**config.mk**
```make
export PLATFORM = sky130hd
export DESIGN_NAME = lpse_back
export DESIGN_NICKNAME = d
export VERILOG_FILES = /design/src/rtl/lpse_pkg.sv /design/src/rtl/lpse_back.sv
export SDC_FILE = /design/constraint.sdc
export NUM_CORES = 1
export LEC_CHECK = 0
export ABC_AREA = 1
export ABC_CLOCK_PERIOD_IN_PS = 15850
export BUFFER_PORTS_ARGS = -buffer_cell sky130_fd_sc_hd__buf_2
export CELL_PAD_IN_SITES_DETAIL_PLACEMENT = 0
export CELL_PAD_IN_SITES_GLOBAL_PLACEMENT = 1
export CORE_UTILIZATION = 45
export CTS_BUF_LIST = sky130_fd_sc_hd__clkbuf_2
export DETAILED_ROUTE_END_ITERATION = 7
export PLACE_DENSITY_LB_ADDON = 0.2
export SLEW_MARGIN = 20
export SYNTH_ARGS = -nofsm -noshare
export SYNTH_HDL_FRONTEND = slang
export SYNTH_SLANG_ARGS = --single-unit
```
**constraint.sdc**
```tcl
create_clock -name clk -period 15.85 [get_ports clk]
set_clock_uncertainty 0.2 [all_clocks]
set_input_delay 0.7925 -clock clk [delete_from_list [all_inputs] [get_ports clk]]
set_output_delay 0.7925 -clock clk [all_outputs]
set_load 0.005 [all_outputs]
```
**src/rtl/lpse_pkg.sv**
```systemverilog
// shared types, constants and symbol encoder for the led pixel spi encoder
package lpse_pkg;

	localparam int MAX_LEDS        = 256;
	localparam int IDX_W           = $clog2(MAX_LEDS);
	localparam int CNT_W           = IDX_W + 1;
	localparam int COLOR_W         = 24;
	localparam int SYM_W           = 5;
	localparam int BYTES_PER_PIXEL = 15;
	localparam int ENC_W           = COLOR_W * SYM_W;
	localparam int REM_W           = $clog2(BYTES_PER_PIXEL);
	localparam int QDEPTH          = 2;
	localparam int QPTR_W          = $clog2(QDEPTH);
	localparam int QCNT_W          = QPTR_W + 1;

	localparam logic [SYM_W-1:0] SYM_ZERO = 5'h18;
	localparam logic [SYM_W-1:0] SYM_ONE  = 5'h1C;

	typedef enum logic [1:0] {
		ACT_WRITE = 2'd0,
		ACT_FILL  = 2'd1,
		ACT_TICK  = 2'd2,
		ACT_EMIT  = 2'd3
	} act_t;

	typedef enum logic [1:0] {
		MODE_OFF   = 2'd0,
		MODE_SOLID = 2'd1,
		MODE_BLINK = 2'd2,
		MODE_RSVD  = 2'd3
	} mode_t;

	typedef enum logic {
		CFG_CHAIN_LEN   = 1'b0,
		CFG_EFFECT_MODE = 1'b1
	} cfg_idx_t;

	typedef enum logic {
		FR_IDLE = 1'b0,
		FR_READ = 1'b1
	} fr_state_t;

	typedef struct packed {
		logic [CNT_W-1:0] chain_len;
		logic [1:0]       effect_mode;
	} cfg_t;

	// one queued job for the back end
	typedef struct packed {
		logic               is_emit;
		logic               status;
		logic               frame_end;
		logic [COLOR_W-1:0] grb;
	} qent_t;

	// each color bit becomes 11000 or 11100, msb first
	function automatic logic [ENC_W-1:0] encode_grb(input logic [COLOR_W-1:0] grb);
		logic [ENC_W-1:0] enc;
		enc = '0;
		for (int k = 0; k < COLOR_W; k++) begin
			enc[k*SYM_W +: SYM_W] = grb[k] ? SYM_ONE : SYM_ZERO;
		end
		return enc;
	endfunction

endpackage

```
**src/rtl/lpse_back.sv**
```systemverilog
// back end: turns queued jobs into result bytes through an output register
module lpse_back (
	input  logic            clk,
	input  logic            arst_n,
	input  lpse_pkg::qent_t head,
	input  logic            q_empty,
	output logic            pop,
	output logic            out_valid,
	input  logic            out_ready,
	output logic [7:0]      spi_byte,
	output logic            status,
	output logic            last,
	output logic            frame_end
);
	import lpse_pkg::*;

	logic                   out_valid_q;
	logic [REM_W-1:0]       rem_q;
	logic [ENC_W-9:0]       sr_q;
	logic                   fe_q;
	logic [7:0]             byte_q;
	logic                   status_q;
	logic                   last_q;
	logic                   frame_end_q;

	logic                   take;
	logic [ENC_W-1:0]       enc;

	assign take = !out_valid_q || out_ready;
	assign pop  = take && rem_q == '0 && !q_empty;
	assign enc  = encode_grb(head.grb);

	assign out_valid = out_valid_q;
	assign spi_byte  = byte_q;
	assign status    = status_q;
	assign last      = last_q;
	assign frame_end = frame_end_q;

	always_ff @(posedge clk or negedge arst_n) begin
		if (!arst_n) begin
			out_valid_q <= 1'b0;
			rem_q       <= '0;
		end else if (take) begin
			if (rem_q != '0) begin
				out_valid_q <= 1'b1;
				rem_q       <= REM_W'(rem_q - 1'b1);
			end else if (!q_empty) begin
				out_valid_q <= 1'b1;
				rem_q       <= head.is_emit ? REM_W'(BYTES_PER_PIXEL - 1) : '0;
			end else begin
				out_valid_q <= 1'b0;
			end
		end
	end

	always_ff @(posedge clk) begin
		if (take) begin
			if (rem_q != '0) begin
				byte_q      <= sr_q[ENC_W-9 -: 8];
				sr_q        <= {sr_q[ENC_W-17:0], 8'h00};
				status_q    <= 1'b0;
				last_q      <= (rem_q == REM_W'(1));
				frame_end_q <= fe_q && (rem_q == REM_W'(1));
			end else if (!q_empty) begin
				status_q    <= head.status;
				frame_end_q <= 1'b0;
				if (head.is_emit) begin
					byte_q <= enc[ENC_W-1 -: 8];
					sr_q   <= enc[ENC_W-9:0];
					fe_q   <= head.frame_end;
					last_q <= 1'b0;
				end else begin
					byte_q <= '0;
					last_q <= 1'b1;
				end
			end
		end
	end

	a_rem_valid: assert property (@(posedge clk) disable iff (!arst_n)
		rem_q != '0 |-> out_valid_q)
		else $error("bytes pending without a valid result");
	a_fe_last: assert property (@(posedge clk) disable iff (!arst_n)
		out_valid_q && frame_end_q |-> last_q)
		else $error("frame end on a byte that is not last");
	a_no_pop_busy: assert property (@(posedge clk) disable iff (!arst_n)
		rem_q != '0 |-> !pop)
		else $error("queue popped during a pixel");

endmodule

```
==> results.yml <==
die:
  die_y_um: 104.2
  placeableCoreArea_mm2: 0.009955
  die-width_um: 104.2
  die-area_mm2: 0.01085
  initial_utilization: 0.4718
  floorplan.io_pins: 44
  std_cell_rows: 36
global_route:
  first_global_vias: 2520
  pin_count_of_the_biggest_net_entering_global_routing: 85
  grt_antenna_before_repair: 0
  global_route_total_overflow: 0
  grt_first_pass_wirelength_um: 10980
  grt_use_total: 0.1300
route:
  drt_pass1_iterations: 4
  drt_drc_violations_left: 0
  routed_wl_um: 6431
  viasPerCell: 4.564
  drt_first_iter_violations: 114
  wl_per_cell_um: 11.16
  drtAntennaViolNets: 0
  num_vias: 2629
placement:
  place_congestion: 0.7215
  placement.io_buffers: 43
  dp.final_hpwl_um: 3748
power_and_ir_drop:
  power.density_mw_per_mm2: 209.5
  sequentialPowerShare: 0.572
  p_switching_w: 0.0003373
  share_clk_of_total_power: 0.162
  total_leakage_power_nw: 2.297
  p_comb_frac: 0.266
  power_report.internal_total_w: 0.0007629
  total_power_w: 0.001100
  peakVddDrop_mv: 0.08393
  p_sw_frac: 0.3066
clock_network:
  cts-resized-gates: 0
  cts_root_buffer: "sky130_fd_sc_hd__clkbuf_2"
  clock_sink_count: 119
  cts.path.max_buffers: 2
  ctsHtreeMaxLevel: 4
  cts_tree: "yes"
  post_cts_hold_buffer_count: 1
  cts.reportedPaths.clkPinSlew_ns: 0.18
  post-cts-setup-buffers: 0
  insertion_delay_of_the_later_clocked_pin_in_the_worst_skew_pair_ns: 0.59
  cts-buffers-inserted: 17
synth:
  synth_top_area_cell: "sky130_fd_sc_hd__edfxtp_1"
  sequential_fraction_of_the_synthesis_area: 0.7555
  synth-seq-cells: 119
  post_synth_inst_count: 378
  post-synth-top-area-fraction: 0.7288
  syn-mean-instance-area_um2: 12.43
  yosysWarningCount: 0
  syn_nets: 411
  mappedNetlistArea_mm2: 0.004697
  synthTopCellsByArea: "sky130_fd_sc_hd__edfxtp_1, sky130_fd_sc_hd__nand2_1, sky130_fd_sc_hd__or2_1, sky130_fd_sc_hd__inv_1, sky130_fd_sc_hd__nor2_1"
  yosys.cell_types.count: 17
sta:
  final-hold-violation-count: 0
  setup_viol: 0
  max_slew_margin: 0.3246
  fin_tns_setup_ns: 0
  finalCritPeriodShare: 0.2011
  final-max-slew-violation-count: 0
  setup_repair_after_global_routing_missed_its_margin: "false"
  maxClockFrequency_mhz: 313.8
  fin_crit_ns: 3.187
  worst-slew-pin-transition_ns: 1.013
worst_setup_path:
  crit_type: "flop to flop"
  critPathCaptureType: "flop"
  regToRegStartpoint: "rem_q[0]$_DFFE_PN0P_"
  crit_path_end: "sr_q[70]$_SDFFCE_PN0P_"
  crit_arrival_ns: 3.20
  rr_endpoint: "sr_q[70]$_SDFFCE_PN0P_"
  path_max_fanout: 84
  r2r.worst_path.cells: 6
  timing.critical_path.from: "rem_q[0]$_DFFE_PN0P_"
  crit_required_ns: 15.86
  reg2reg_slack_ns: 12.66
  cp-start-kind: "flop"
job:
  max_cap_violations: 0
run_status:
  outcome: "finished clean"
hold_path:
  hold_path.class: "primary input to flop"
layout:
  n_antenna_cell: 0
  nets: 463
  layout-drive-gt1-share: 0.1783
  area_growth_pct: 11.83
==> cells in the final DEF (no fill, tap or decap) <==
master / netlist / final
sky130_fd_sc_hd__or2_1: 37 / 37
sky130_fd_sc_hd__nand2_4: 1 / 1
sky130_fd_sc_hd__inv_1: 54 / 54
sky130_fd_sc_hd__inv_2: 2 / 2
sky130_fd_sc_hd__clkinvlp_4: 0 / 4
sky130_fd_sc_hd__bufinv_16: 0 / 2
sky130_fd_sc_hd__clkbuf_2: 0 / 18
sky130_fd_sc_hd__nor2_4: 1 / 2
sky130_fd_sc_hd__nor3_1: 3 / 3
sky130_fd_sc_hd__o21ai_0: 3 / 3
sky130_fd_sc_hd__clkinv_2: 0 / 3
sky130_fd_sc_hd__o21ai_1: 1 / 1
sky130_fd_sc_hd__edfxtp_1: 114 / 114
sky130_fd_sc_hd__clkinv_4: 0 / 1
sky130_fd_sc_hd__buf_4: 2 / 2
sky130_fd_sc_hd__dlygate4sd3_1: 0 / 1
sky130_fd_sc_hd__nor2_1: 50 / 49
sky130_fd_sc_hd__dfrtp_1: 5 / 5
sky130_fd_sc_hd__ha_1: 2 / 2
sky130_fd_sc_hd__nand3_1: 7 / 7
sky130_fd_sc_hd__clkinv_1: 0 / 3
sky130_fd_sc_hd__buf_2: 9 / 43
sky130_fd_sc_hd__nand2_1: 85 / 85
sky130_fd_sc_hd__inv_6: 0 / 1
==> synth_stat cells, drive strengths merged <==
library cell / count
edfxtp: 114
nand2: 86
inv: 56
nor2: 51
or2: 37
buf: 13
nand3: 7
dfrtp: 5
o21ai: 4
nor3: 3
ha: 2
==> kinds of logic after synthesis <==
| kind of cell | Yosys count | synth area share |
|---|---|---|
| AO/OA/AOI/OAI | 4 | 0.004260 |
| AND/OR/NAND/NOR | 184 | 0.1726 |
| buffers and inverters | 69 | 0.06233 |
| adder cells (fa/ha/maj) | 2 | 0.005327 |
| flip-flops | 119 | 0.7555 |
==> sequential cells by signal, summed over array words and instances, names as in the netlist <==
| register | count |
|---|---|
| last | 1 |
| frame_end | 1 |
| status | 1 |
| fe_q | 1 |
| sr_q | 102 |
| out_valid | 1 |
| spi_byte | 8 |
| rem_q | 4 |
==> stage by stage <==
step / util / instances / hold slack (ns) / area (um2) / setup slack, ns
finish: 0.5277 / 576 / 0.1599 / 5253 / 12.66
global route: 0.5277 / 576 / 0.06954 / 5253 / 12.40
CTS: 0.5277 / 576 / 0.08661 / 5253 / 12.61
detailed placement: 0.5041 / 543 / 0.2830 / 5019 / 12.64
global placement: 0.5041 / 543 / 0.2776 / 5019 / 12.69
floorplan: - / 378 / 0.2714 / 4697 / 9.778
==> area by class of cell <==
cell class	instances	area, um2
clock buffer	18	90.09
clock inverter	14	133.9
fill	901	4702
inverter	56	210.2
multi-input combinational	190	863.3
sequential	119	3548
tap	133	166.4
timing repair buffer	46	240.2
==> how the worst min path moves through the flow <==
| stage | startpoint | to | slack [ns] | cells after the start |
|---|---|---|---|---|
| after CTS | head[24] | fe_q$_DFFE_PP_ | 0.09 | 1 |
| after floorplan | rem_q[1]$_DFFE_PN0P_ | rem_q[1]$_DFFE_PN0P_ | 0.27 | 2 |
| after detailed placement | sr_q[40]$_SDFFCE_PN0P_ | sr_q[48]$_SDFFCE_PN1P_ | 0.28 | 1 |
| final | head[24] | fe_q$_DFFE_PP_ | 0.16 | 1 |
| after global placement | sr_q[45]$_SDFFCE_PN0P_ | sr_q[53]$_SDFFCE_PN1P_ | 0.28 | 1 |
| after global routing | head[24] | fe_q$_DFFE_PP_ | 0.07 | 1 |
==> worst max-delay path: stages (launching register included) <==
cell,delay (ns)
sky130_fd_sc_hd__dfrtp_1,0.40
sky130_fd_sc_hd__inv_1,0.08
sky130_fd_sc_hd__ha_1,0.27
sky130_fd_sc_hd__nand2_4,0.36
sky130_fd_sc_hd__nor2_1,0.13
sky130_fd_sc_hd__nor2_4,0.45
sky130_fd_sc_hd__buf_4,0.89
==> metal layers <==
metal	global-route usage	vias up	routed length, um
met5	0	-	0
met2	0.2181	49	3082
met4	0.05816	0	98
met3	0.04073	9	231
met1	0.1534	1254	3019
li1	-	1317	-
==> power groups by stage <==
stage                     sequential [W]  clock [W]  combinational, W
after floorplan                 0.000643          0          0.000233
after global placement          0.000634          0          0.000294
after detailed placement        0.000640          0          0.000300
after CTS                       0.000631   0.000186          0.000302
after global routing            0.000646   0.000198          0.000344
final                           0.000629   0.000178          0.000292
Note: power is estimated with default switching activity, not from simulation.
