**config.mk**
```make
export PLATFORM = sky130hd
export DESIGN_NAME = lpse_fifo
export DESIGN_NICKNAME = d
export VERILOG_FILES = /design/src/rtl/lpse_pkg.sv /design/src/rtl/lpse_fifo.sv
export SDC_FILE = /design/constraint.sdc
export NUM_CORES = 1
export LEC_CHECK = 0
export ABC_AREA = 1
export ABC_CLOCK_PERIOD_IN_PS = 1950
export BUFFER_PORTS_ARGS = -buffer_cell sky130_fd_sc_hd__buf_2
export CAP_MARGIN = 20
export CORE_AREA = 2 2 103 55
export DETAILED_ROUTE_END_ITERATION = 16
export DIE_AREA = 0 0 105 57
export PLACE_DENSITY = 0.69
export SLEW_MARGIN = 0
export SYNTH_ARGS = -nofsm -noshare
export SYNTH_HDL_FRONTEND = slang
export SYNTH_SLANG_ARGS = --single-unit
export TNS_END_PERCENT = 30
```
**constraint.sdc**
```tcl
create_clock -name clk -period 1.95 [get_ports clk]
set_clock_uncertainty 0.2 [all_clocks]
set_input_delay 0.39 -clock clk [delete_from_list [all_inputs] [get_ports clk]]
set_output_delay 0.39 -clock clk [all_outputs]
set_load 0.02 [all_outputs]
```
**src/rtl/lpse_pkg.sv**
```systemverilog
// shared types, constants and symbol encoder for the led pixel spi encoder
package lpse_pkg;

	localparam int MAX_LEDS        = 256;
	localparam int IDX_W           = $clog2(MAX_LEDS);
	localparam int CNT_W           = IDX_W + 1;
	localparam int COLOR_W         = 24;
	localparam int SYM_W           = 5;
	localparam int BYTES_PER_PIXEL = 15;
	localparam int ENC_W           = COLOR_W * SYM_W;
	localparam int REM_W           = $clog2(BYTES_PER_PIXEL);
	localparam int QDEPTH          = 2;
	localparam int QPTR_W          = $clog2(QDEPTH);
	localparam int QCNT_W          = QPTR_W + 1;

	localparam logic [SYM_W-1:0] SYM_ZERO = 5'h18;
	localparam logic [SYM_W-1:0] SYM_ONE  = 5'h1C;

	typedef enum logic [1:0] {
		ACT_WRITE = 2'd0,
		ACT_FILL  = 2'd1,
		ACT_TICK  = 2'd2,
		ACT_EMIT  = 2'd3
	} act_t;

	typedef enum logic [1:0] {
		MODE_OFF   = 2'd0,
		MODE_SOLID = 2'd1,
		MODE_BLINK = 2'd2,
		MODE_RSVD  = 2'd3
	} mode_t;

	typedef enum logic {
		CFG_CHAIN_LEN   = 1'b0,
		CFG_EFFECT_MODE = 1'b1
	} cfg_idx_t;

	typedef enum logic {
		FR_IDLE = 1'b0,
		FR_READ = 1'b1
	} fr_state_t;

	typedef struct packed {
		logic [CNT_W-1:0] chain_len;
		logic [1:0]       effect_mode;
	} cfg_t;

	// one queued job for the back end
	typedef struct packed {
		logic               is_emit;
		logic               status;
		logic               frame_end;
		logic [COLOR_W-1:0] grb;
	} qent_t;

	// each color bit becomes 11000 or 11100, msb first
	function automatic logic [ENC_W-1:0] encode_grb(input logic [COLOR_W-1:0] grb);
		logic [ENC_W-1:0] enc;
		enc = '0;
		for (int k = 0; k < COLOR_W; k++) begin
			enc[k*SYM_W +: SYM_W] = grb[k] ? SYM_ONE : SYM_ZERO;
		end
		return enc;
	endfunction

endpackage

```
**src/rtl/lpse_fifo.sv**
```systemverilog
// short request queue between the front and back ends
module lpse_fifo (
	input  logic            clk,
	input  logic            arst_n,
	input  logic            push,
	input  lpse_pkg::qent_t push_data,
	input  logic            pop,
	output lpse_pkg::qent_t head,
	output logic            full,
	output logic            empty
);
	import lpse_pkg::*;

	qent_t              qmem_q [QDEPTH];
	logic [QPTR_W-1:0]  wptr_q;
	logic [QPTR_W-1:0]  rptr_q;
	logic [QCNT_W-1:0]  cnt_q;

	assign full  = (cnt_q == QCNT_W'(QDEPTH));
	assign empty = (cnt_q == '0);
	assign head  = qmem_q[rptr_q];

	always_ff @(posedge clk or negedge arst_n) begin
		if (!arst_n) begin
			wptr_q <= '0;
			rptr_q <= '0;
			cnt_q  <= '0;
		end else begin
			if (push) wptr_q <= QPTR_W'(wptr_q + 1'b1);
			if (pop)  rptr_q <= QPTR_W'(rptr_q + 1'b1);
			if (push && !pop)      cnt_q <= QCNT_W'(cnt_q + 1'b1);
			else if (pop && !push) cnt_q <= QCNT_W'(cnt_q - 1'b1);
		end
	end

	always_ff @(posedge clk) begin
		if (push) qmem_q[wptr_q] <= push_data;
	end

	a_no_overflow: assert property (@(posedge clk) disable iff (!arst_n)
		full |-> !push || pop)
		else $error("push into full queue");
	a_no_underflow: assert property (@(posedge clk) disable iff (!arst_n)
		empty |-> !pop)
		else $error("pop from empty queue");
	a_cnt_range: assert property (@(posedge clk) disable iff (!arst_n)
		cnt_q <= QCNT_W'(QDEPTH))
		else $error("queue count out of range");

endmodule

```
==> results of run 1 <==
-- timing repair --
item	CTS	global route
endpoints found under the setup margin	27	27
gates cloned	0	1
gates resized for setup	3	9
pin swaps	0	0
endpoints found under the hold margin	4	0
hold buffers	1	0
-- power breakdown --
group	switching (mW)	leakage, nW	internal [mW]
combinational	0.834	0.558	0.785
clock	0.408	0.0894	0.581
sequential	0.105	0.553	1.66
total	1.35	1.20	3.03
-- cell families after synthesis --
family        after synthesis
buf+inv                    10
flops                      58
fa+ha+maj                   1
simple gates               10
xor+xnor                    3
mux                        27
-- cell type report --
type | count | area, um^2 | area share
flip-flops and latches | 58 | 1720 | 0.593
multi-input cells | 41 | 458 | 0.157
repair buffers | 65 | 432 | 0.148
clock buffers | 12 | 135 | 0.0465
well taps | 73 | 91.3 | 0.0314
clock inverters | 4 | 42.5 | 0.0146
inverters | 7 | 26.3 | 0.00904
-- cell usage after synthesis --
library cell  count
mux2_2            8
buf_12            2
dfrtp_1           4
nand4_1           1
nand3_1           1
xor2_1            2
edfxtp_1         54
nor2_1            3
ha_1              1
buf_6             1
inv_1             7
xnor2_1           1
mux2_4           19
nand2_1           5
-- worst max-delay path: stages (launching register included) --
cell	delay, ns
dfrtp_2	0.45
clkbuf_16	0.19
mux2_4	0.30
buf_2	0.16
-- per-layer routing --
layer,track usage,wire [um],vias to the layer above
met1,0.164,1660,571
met4,0.0571,14,0
met3,0.0697,297,2
met5,0,0,-
met2,0.219,1850,41
li1,-,-,555
-- state kept, by name, summed over array words and instances, names as in the netlist --
signal	flops
cnt_q	2
qmem_q	54
rptr_q	1
wptr_q	1
-- stage by stage --
step	std cells	cell area (um^2)	hold WS (ns)	utilization
after global placement	242	2660	-0.00106	0.513
after global routing	260	2910	0.0345	0.561
after detailed placement	242	2660	0.00213	0.513
after floorplan	109	2260	-0.106	-
after CTS	259	2860	0.0435	0.551
final	260	2910	0.0627	0.561
-- worst paths after layout --
kind | startpoint | endpoint | cells past startpoint
setup / recovery | rptr_q$_DFFE_PN0P_ | head[2] | 3
hold / removal | push_data[16] | qmem_q[1][16]$_DFFE_PP_ | 1
setup reg to reg | wptr_q$_DFFE_PN0P_ | qmem_q[0][5]$_DFFE_PP_ | 2
hold reg to reg | wptr_q$_DFFE_PN0P_ | wptr_q$_DFFE_PN0P_ | 1
max in group asynchronous | arst_n | rptr_q$_DFFE_PN0P_ | 2
min in group asynchronous | arst_n | cnt_q[0]$_DFFE_PN0P_ | 2
==> metrics, run 1 <==
status complete, but fails checks; failing checks negative setup slack; DR WL/cell 14.7 um; initial cell density of the core 0.435; post-synthesis mux area share 0.166; largest family of logic cells by synthesized area multiplexers; Num CTS Buffers 9; final hold vios 0; # Post-CTS Setup Buffers 0; vias in the first global route 1,288; Startpoint Class flop; DRC errors left 0; Detail Placement HPWL 2610 um; FILL cells 436; PnR worst setup slack -0.0488 ns; Clock transition at path regs 0.06 ns; Die ar. 5990 um^2; RSZ-0062 raised after global routing true; top cells by area, synth edfxtp_1 (72%), mux2_4 (13%), dfrtp_1 (4.4%); post-synthesis xor/xnor area fraction 0.0117; Synth Area in Simple Gates 0.0183; Lkg Pwr 1.20 nW; r2r setup slk 0.66 ns; CP arrival 1.41 ns; PortBufs 59; Crit Path Max Fanout 9; via count 1,169; CTS Buffer Depth 2; Yosys top cell by area edfxtp_1; Worst Tran Pin Value 0.172 ns; Power Dens Cells 1500 nW/um^2; Worst setup EP type output pin; area share of the largest cell type after synthesis 0.719; Syn-to-layout area delta 29.0%; total grt overflow 0; Synth Area in Adders 0.00555; Die W 105 um; Initial DRT Pass Iterations 4; synthesized area 2250 um^2; Top Ports 60; Total GRT Usage 0.138; H-Tree Depth 3; routed vias/inst 4.50; first-pass GRT wire length 6060 um; largest net degree at the start of global routing 28; fmax 500 MHz; TNS Setup -0.952 ns; Yosys cell types 14; Post-DRT Antenna Nets 0; max-slew violation count 0; CTS sink cnt 58; fin nets 214; initial antenna violation count 0; Seq/Total Area, Yosys 0.764; minimum clock period 2.00 ns; Post-Syn Area per Cell 20.7 um^2; Iteration-0 DRC Markers 35; commonest non-fill, non-tap cells in the layout edfxtp_1 (54), buf_2 (53), mux2_4 (19); fraction of layout cells with a size suffix above 1 0.556; Crit Path Category flop to output pin; max-cap check violation count 0; Synth Area in Compound Gates 0; CTS tree done; Critical Path RT 1.36 ns; CTS Root Cell clkbuf_8; core box area 5180 um^2; Synth Register Bits 58; diode count 0; hold crit path type primary input to flop; Worst VDD drop 0.703 mV; final setup violation count 27; Design Power 4.38 mW; Worst-Skew Late Latency 0.31 ns; leading cell type in the layout, fill and taps excluded edfxtp_1; final worst path period share 1.03; Synth Net Count 141; synth warn 0; chip height 57 um; Syn Inst Count 109; std cell rows 19; Routed WL 3830 um; routability cong. 0.664; Post-Place Setup Slack 0.265 ns; max_slew headroom 0.885
Power figures use the tool's default switching activity.
==> run 2: changes to the inputs <==
--- a/config.mk
+++ b/config.mk
@@ -9,10 +9,11 @@
 export ABC_CLOCK_PERIOD_IN_PS = 1950
 export BUFFER_PORTS_ARGS = -buffer_cell sky130_fd_sc_hd__buf_2
 export CAP_MARGIN = 20
-export CORE_AREA = 2 2 103 55
+export CORE_AREA = 2 2 126 67
 export DETAILED_ROUTE_END_ITERATION = 16
-export DIE_AREA = 0 0 105 57
-export PLACE_DENSITY = 0.69
+export DIE_AREA = 0 0 128 69
+export PLACE_DENSITY = 0.48
+export REMOVE_ABC_BUFFERS = 1
 export SLEW_MARGIN = 0
 export SYNTH_ARGS = -nofsm -noshare
 export SYNTH_HDL_FRONTEND = slang
==> run 2 against run 1 <==
Net effect: the flow still finishes with violations (negative setup slack); flip-flop and latch count unchanged; die area increased by 48%; via count increased by 0.43%; final cell count increased by 9.2%; combinational power increased by 11%; power increased by 11%; routed wire length increased by 7.0%; first-iteration DRC count increased by 5.7%; design area increased by 6.2%; global-route usage decreased by 3.9 points; worst hold slack got worse by 0.0057 ns; sequential share of layout area decreased by 3.5 points; critical path type unchanged; critical endpoint is now head[23].
==> metrics, run 2 (synthesized netlist as in run 1, its figures left out) <==
status complete, but fails checks; failing checks negative setup slack; Slowest-stage cell, CP dfrtp_2; Top Ports 60 (unchanged); fmax 494 MHz (-1.2%); Num CTS Buffers 9 (unchanged); Top reg by flops qmem_q; fin nets 215 (+0.47%); FILL cells 715 (+64%); Iteration-0 DRC Markers 37 (+5.7%); r2r endpoint qmem_q[0][6]$_DFFE_PP_; via count 1,174 (+0.43%); final hold vios 0 (unchanged); minimum clock period 2.02 ns (+0.0247 ns); Worst setup EP type output pin; Post-Place Setup Slack 0.255 ns (-0.0101 ns); max-slew violation count 0 (unchanged); H-Tree Depth 3 (unchanged); CTS Root Cell clkbuf_16; PortBufs 59 (unchanged); leading cell type in the layout, fill and taps excluded edfxtp_1; Critical Path End head[23]; fraction of layout cells with a size suffix above 1 0.565 (+0.00907); Die ar. 8830 um^2 (+48%); largest net degree at the start of global routing 28 (unchanged); r2r setup slk 0.64 ns (-0.02 ns); Crit Path Max Fanout 8 (-1); vias in the first global route 1,227 (-4.7%); chip height 69 um (+21%); initial antenna violation count 0 (unchanged); Initial DRT Pass Iterations 4 (unchanged); Fin Hold WS 0.0570 ns (-0.00566 ns); grt met2 use 0.150 (-0.0686); routability cong. 0.716 (+7.9%); Worst-Skew Late Latency 0.31 ns (about the same); met1 usage 0.105 (-0.0590); CTS Buffer Depth 2 (unchanged); max_slew headroom 0.849 (-0.0362); std cell rows 23 (+4); Worst Tran Pin Value 0.227 ns (+0.0543 ns); final setup violation count 27 (unchanged); Syn-to-layout area delta 37.0%; Critical path origin rptr_q$_DFFE_PN0P_; GR peak layer met2; buffers plus inverters on the worst setup path 2 (unchanged); routed vias/inst 4.13 (-8.1%); Post-DRT Antenna Nets 0 (unchanged); CTS sink cnt 58 (unchanged); max reg flops 54 (unchanged); first-pass GRT wire length 6210 um (+2.5%); hold crit path type primary input to flop; crit path cell chain clkbuf_16 > mux2_4 > buf_2; DRC errors left 0 (unchanged); R2R cell count 2 (unchanged); FF-to-FF Start wptr_q$_DFFE_PN0P_; Critical Path RT 1.36 ns (about the same); initial cell density of the core 0.292 (-0.143); final worst path period share 1.04 (+0.0127); PnR worst setup slack -0.0735 ns (-0.0247 ns); Startpoint Class flop; fin cells 284 (+9.2%); fin area 3090 um^2 (+6.2%); max-cap check violation count 0 (unchanged); Design Power 4.84 mW (+11%); Power Dens Cells 1570 nW/um^2 (+4.0%); max incr delay on CP 0.46 ns (about the same); Worst VDD drop 0.510 mV (-27%); Crit. path cell count 3 (unchanged); Routed WL 4090 um (+7.0%); Crit Path Category flop to output pin; Lkg Pwr 1.27 nW (+5.6%); Clock transition at path regs 0.05 ns (about the same); DR WL/cell 14.4 um (-2.1%); critical path's top delay family flip-flops; diode count 0 (unchanged); total grt overflow 0 (unchanged); RSZ-0062 raised after global routing true; Total GRT Usage 0.0997 (-0.0386); grt met3 use 0.0691 (-0.000615); core box area 7710 um^2 (+49%); Detail Placement HPWL 2770 um (+6.4%); top flop regs qmem_q x54, cnt_q x2; Die W 128 um (+22%); commonest non-fill, non-tap cells in the layout edfxtp_1 (54), buf_2 (42), mux2_4 (21); # placed instances 270 (+12%); CTS tree done; DP Area 2700 um^2 (+1.6%); CP arrival 1.43 ns (+0.02 ns)
==> run 2: changes by cell type in the layout (fill, tap and decap cells not counted), sizes merged <==
| cell | change |
|---|---|
| clkinv | -1 |
| bufinv | -1 |
| clkbuf | -2 |
| buf | +1 |
==> run 2: final cells by class <==
cell class	instances	area [um^2]	share of cell area
Timing Repair Buffer	66	512	0.166
Multi-Input combinational cell	41	465	0.151
Tap cell	100	125	0.0405
Clock inverter	2	8.76	0.00284
Sequential cell	58	1720	0.558
Inverter	7	26.3	0.00851
Clock buffer	10	229	0.0741
==> run 2: metal layers <==
metal	wire [um]	vias up
li1	-	554
met1	1760	560
met2	1880	50
met3	386	10
met4	67	0
met5	0	-
==> run 2: what timing repair did <==
| item | CTS | global route |
|---|---|---|
| gates cloned | 0 | 1 |
| endpoints found under the setup margin | 27 | 27 |
| endpoints found under the hold margin | 4 | 0 |
| gates resized for setup | 12 | 24 |
| hold buffers | 1 | 0 |
| buffers inserted | 0 | 0 |
==> run 2: worst min path at each step <==
stage | from | to | slack (ns) | depth (start not counted)
after floorplan | arst_n | cnt_q[0]$_DFFE_PN0P_ | -0.11 | 0
after global placement | arst_n | cnt_q[1]$_DFFE_PN0P_ | -0.003 | 1
after detailed placement | arst_n | cnt_q[0]$_DFFE_PN0P_ | 0.005 | 1
after CTS | push_data[3] | qmem_q[1][3]$_DFFE_PP_ | 0.04 | 1
after global routing | push_data[18] | qmem_q[1][18]$_DFFE_PP_ | 0.04 | 1
final | push_data[12] | qmem_q[0][12]$_DFFE_PP_ | 0.06 | 1
==> run 2: power breakdown <==
group / total (mW) / switching (mW) / internal (mW)
Sequential: 1.78 / 0.108 / 1.67
Combinational: 1.80 / 0.875 / 0.929
Clock: 1.26 / 0.442 / 0.815
Total: 4.84 / 1.43 / 3.41
==> run 2: stage by stage <==
stage          TNS, ns  utilization
2_1_floorplan   -10.11            -
3_3_place_gp         0        0.350
3_5_place_dp         0        0.350
4_1_cts          -1.34        0.387
5_1_grt          -2.44        0.401
6_report         -1.03        0.401
==> run 3: changes to the inputs <==
--- a/config.mk
+++ b/config.mk
@@ -6,13 +6,13 @@
 export NUM_CORES = 1
 export LEC_CHECK = 0
 export ABC_AREA = 1
-export ABC_CLOCK_PERIOD_IN_PS = 1950
+export ABC_CLOCK_PERIOD_IN_PS = 2300
 export BUFFER_PORTS_ARGS = -buffer_cell sky130_fd_sc_hd__buf_2
 export CAP_MARGIN = 20
 export CORE_AREA = 2 2 126 67
 export DETAILED_ROUTE_END_ITERATION = 16
 export DIE_AREA = 0 0 128 69
-export PLACE_DENSITY = 0.48
+export PLACE_DENSITY = 0.47
 export REMOVE_ABC_BUFFERS = 1
 export SLEW_MARGIN = 0
 export SYNTH_ARGS = -nofsm -noshare
==> constraint.sdc (replaced) <==
create_clock -name clk -period 2.3 [get_ports clk]
set_clock_uncertainty 0.2 [all_clocks]
set_input_delay 0.46 -clock clk [delete_from_list [all_inputs] [get_ports clk]]
set_output_delay 0.46 -clock clk [all_outputs]
set_load 0.02 [all_outputs]
==> run 3 against run 2 <==
Net effect: the run now ends clean; global-route usage is 0.32 points lower; utilization is 2.1 points lower; largest power group is now registers; via count barely moved.
==> metrics, run 3 (synthesized netlist as in run 1, its figures left out) <==
status complete, no violations; Startpoint Class flop; minimum clock period 2.10 ns; final worst path period share 0.913; fmax 476 MHz; CTS resizes 0 (-12); chip height 69 um (unchanged); Lkg Pwr 1.20 nW (-5.5%); fraction of layout cells with a size suffix above 1 0.549 (-0.0163); initial cell density of the core 0.292 (unchanged); Initial DRT Pass Iterations 4 (unchanged); Detail Placement HPWL 2790 um (+0.73%); Routed WL 3980 um (-2.7%); first-pass GRT wire length 6050 um (-2.6%); Worst setup EP type output pin; Die W 128 um (unchanged); WHS Endpoint qmem_q[0][6]$_DFFE_PP_; routed vias/inst 4.14 (about the same); Clock transition at path regs 0.04 ns (about the same); routability cong. 0.632 (-12%); max reg flops 54 (unchanged); leading cell type in the layout, fill and taps excluded buf_2; # Post-CTS Setup Buffers 0 (unchanged); RSZ-0062 raised after global routing false; buffers plus inverters on the worst setup path 2 (unchanged); Fin Hold WS 0.130 ns (+0.0730 ns); Post-DRT Antenna Nets 0 (unchanged); r2r setup slk 0.85 ns (+0.21 ns); final setup violation count 0 (-100%); FF-to-FF Start wptr_q$_DFFE_PN0P_; DP Area 2670 um^2 (-1.2%); hold crit path type primary input to flop; Iteration-0 DRC Markers 88 (+140%); hold_buf cts 1 (unchanged); fin nets 213 (-0.93%); fin cells 284 (unchanged); CTS tree done; Post-Place Setup Slack 0.515 ns (+0.260 ns); PnR worst setup slack 0.200 ns (+0.274 ns); Worst VDD drop 0.684 mV (+34%); CTS Buffer Depth 2 (unchanged); Design Power 3.82 mW (-21%); initial antenna violation count 0 (unchanged); diode count 0 (unchanged); Worst Tran Pin Value 0.390 ns (+0.163 ns); max_slew headroom 0.740 (-0.109); Crit Path Category flop to output pin; DRC errors left 0 (unchanged); Power Dens Cells 1310 nW/um^2 (-16%); Num CTS Buffers 9 (unchanged); max-slew violation count 0 (unchanged); Total GRT Usage 0.0965 (-0.00321); DR WL/cell 14.0 um (-2.7%); max incr delay on CP 0.37 ns (-0.09 ns); max-cap check violation count 0 (unchanged); Syn-to-layout area delta 29.7%; # placed instances 269 (-0.37%); total grt overflow 0 (unchanged); final hold vios 0 (unchanged); Top reg by flops qmem_q; TNS Setup 0 ns (+1.03 ns); vias in the first global route 1,298 (+5.8%); Layout Utilization 0.379 (-0.0214); Top Ports 60 (unchanged); CP arrival 1.44 ns (about the same); critical path's top delay family buffers and inverters; largest net degree at the start of global routing 29 (+3.6%); Critical Path RT 1.64 ns (+0.28 ns); commonest non-fill, non-tap cells in the layout buf_2 (59), edfxtp_1 (54), mux2_4 (19); R2R cell count 2 (unchanged); fin area 2920 um^2 (-5.3%); via count 1,175 (+0.085%); core box area 7710 um^2 (unchanged); Slowest-stage cell, CP mux2_2; Die ar. 8830 um^2 (unchanged); std cell rows 23 (unchanged); hold-critical path depth 1 (unchanged); CTS Root Cell clkbuf_16; top flop regs qmem_q x54, cnt_q x2; r2r endpoint qmem_q[0][25]$_DFFE_PP_; Hold Path Origin push_data[6]; Worst-Skew Late Latency 0.31 ns (about the same); H-Tree Depth 3 (unchanged); CTS sink cnt 58 (unchanged); Crit Path Max Fanout 28 (+20); PortBufs 59 (unchanged); crit path cell chain buf_12 > mux2_2 > buf_2
-- run 3: layer usage --
metal	vias up	global-route usage	wire length [um]
met4	0	0.0476	77
met3	10	0.0730	426
met1	559	0.0912	1560
li1	553	-	-
met5	-	0	0
met2	53	0.154	1920
-- run 3: worst register-to-register path: stages, from the launching register on --
cell	delay, ns
dfrtp_1	0.41
nor2_2	0.12
buf_4	0.36
-- run 3: where the power goes --
group | total, mW | leakage, nW | internal [mW] | switching (mW)
clock network | 1.08 | 0.117 | 0.707 | 0.374
logic | 1.25 | 0.528 | 0.550 | 0.700
registers | 1.49 | 0.553 | 1.41 | 0.0779
total | 3.82 | 1.20 | 2.67 | 1.15
-- run 3: layout make-up --
type                            count  area, um^2
Fill cell                         718        4790
Sequential cell                    58        1720
Multi-Input combinational cell     41         458
Timing Repair Buffer               64         348
Clock buffer                       13         240
Tap cell                          100         125
Inverter                            7        26.3
Clock inverter                      1        3.75
-- run 3: how the worst max path moves through the flow --
stage                  startpoint                endpoint  slack, ns  cells past startpoint
2_1_floorplan                push  qmem_q[0][0]$_DFFE_PP_       0.05                      2
3_3_place_gp   rptr_q$_DFFE_PN0P_                 head[6]       0.54                      3
3_5_place_dp   rptr_q$_DFFE_PN0P_                 head[6]       0.51                      3
4_1_cts        rptr_q$_DFFE_PN0P_                 head[6]       0.16                      3
5_1_grt        rptr_q$_DFFE_PN0P_                 head[6]       0.14                      3
6_report       rptr_q$_DFFE_PN0P_                head[12]       0.20                      3
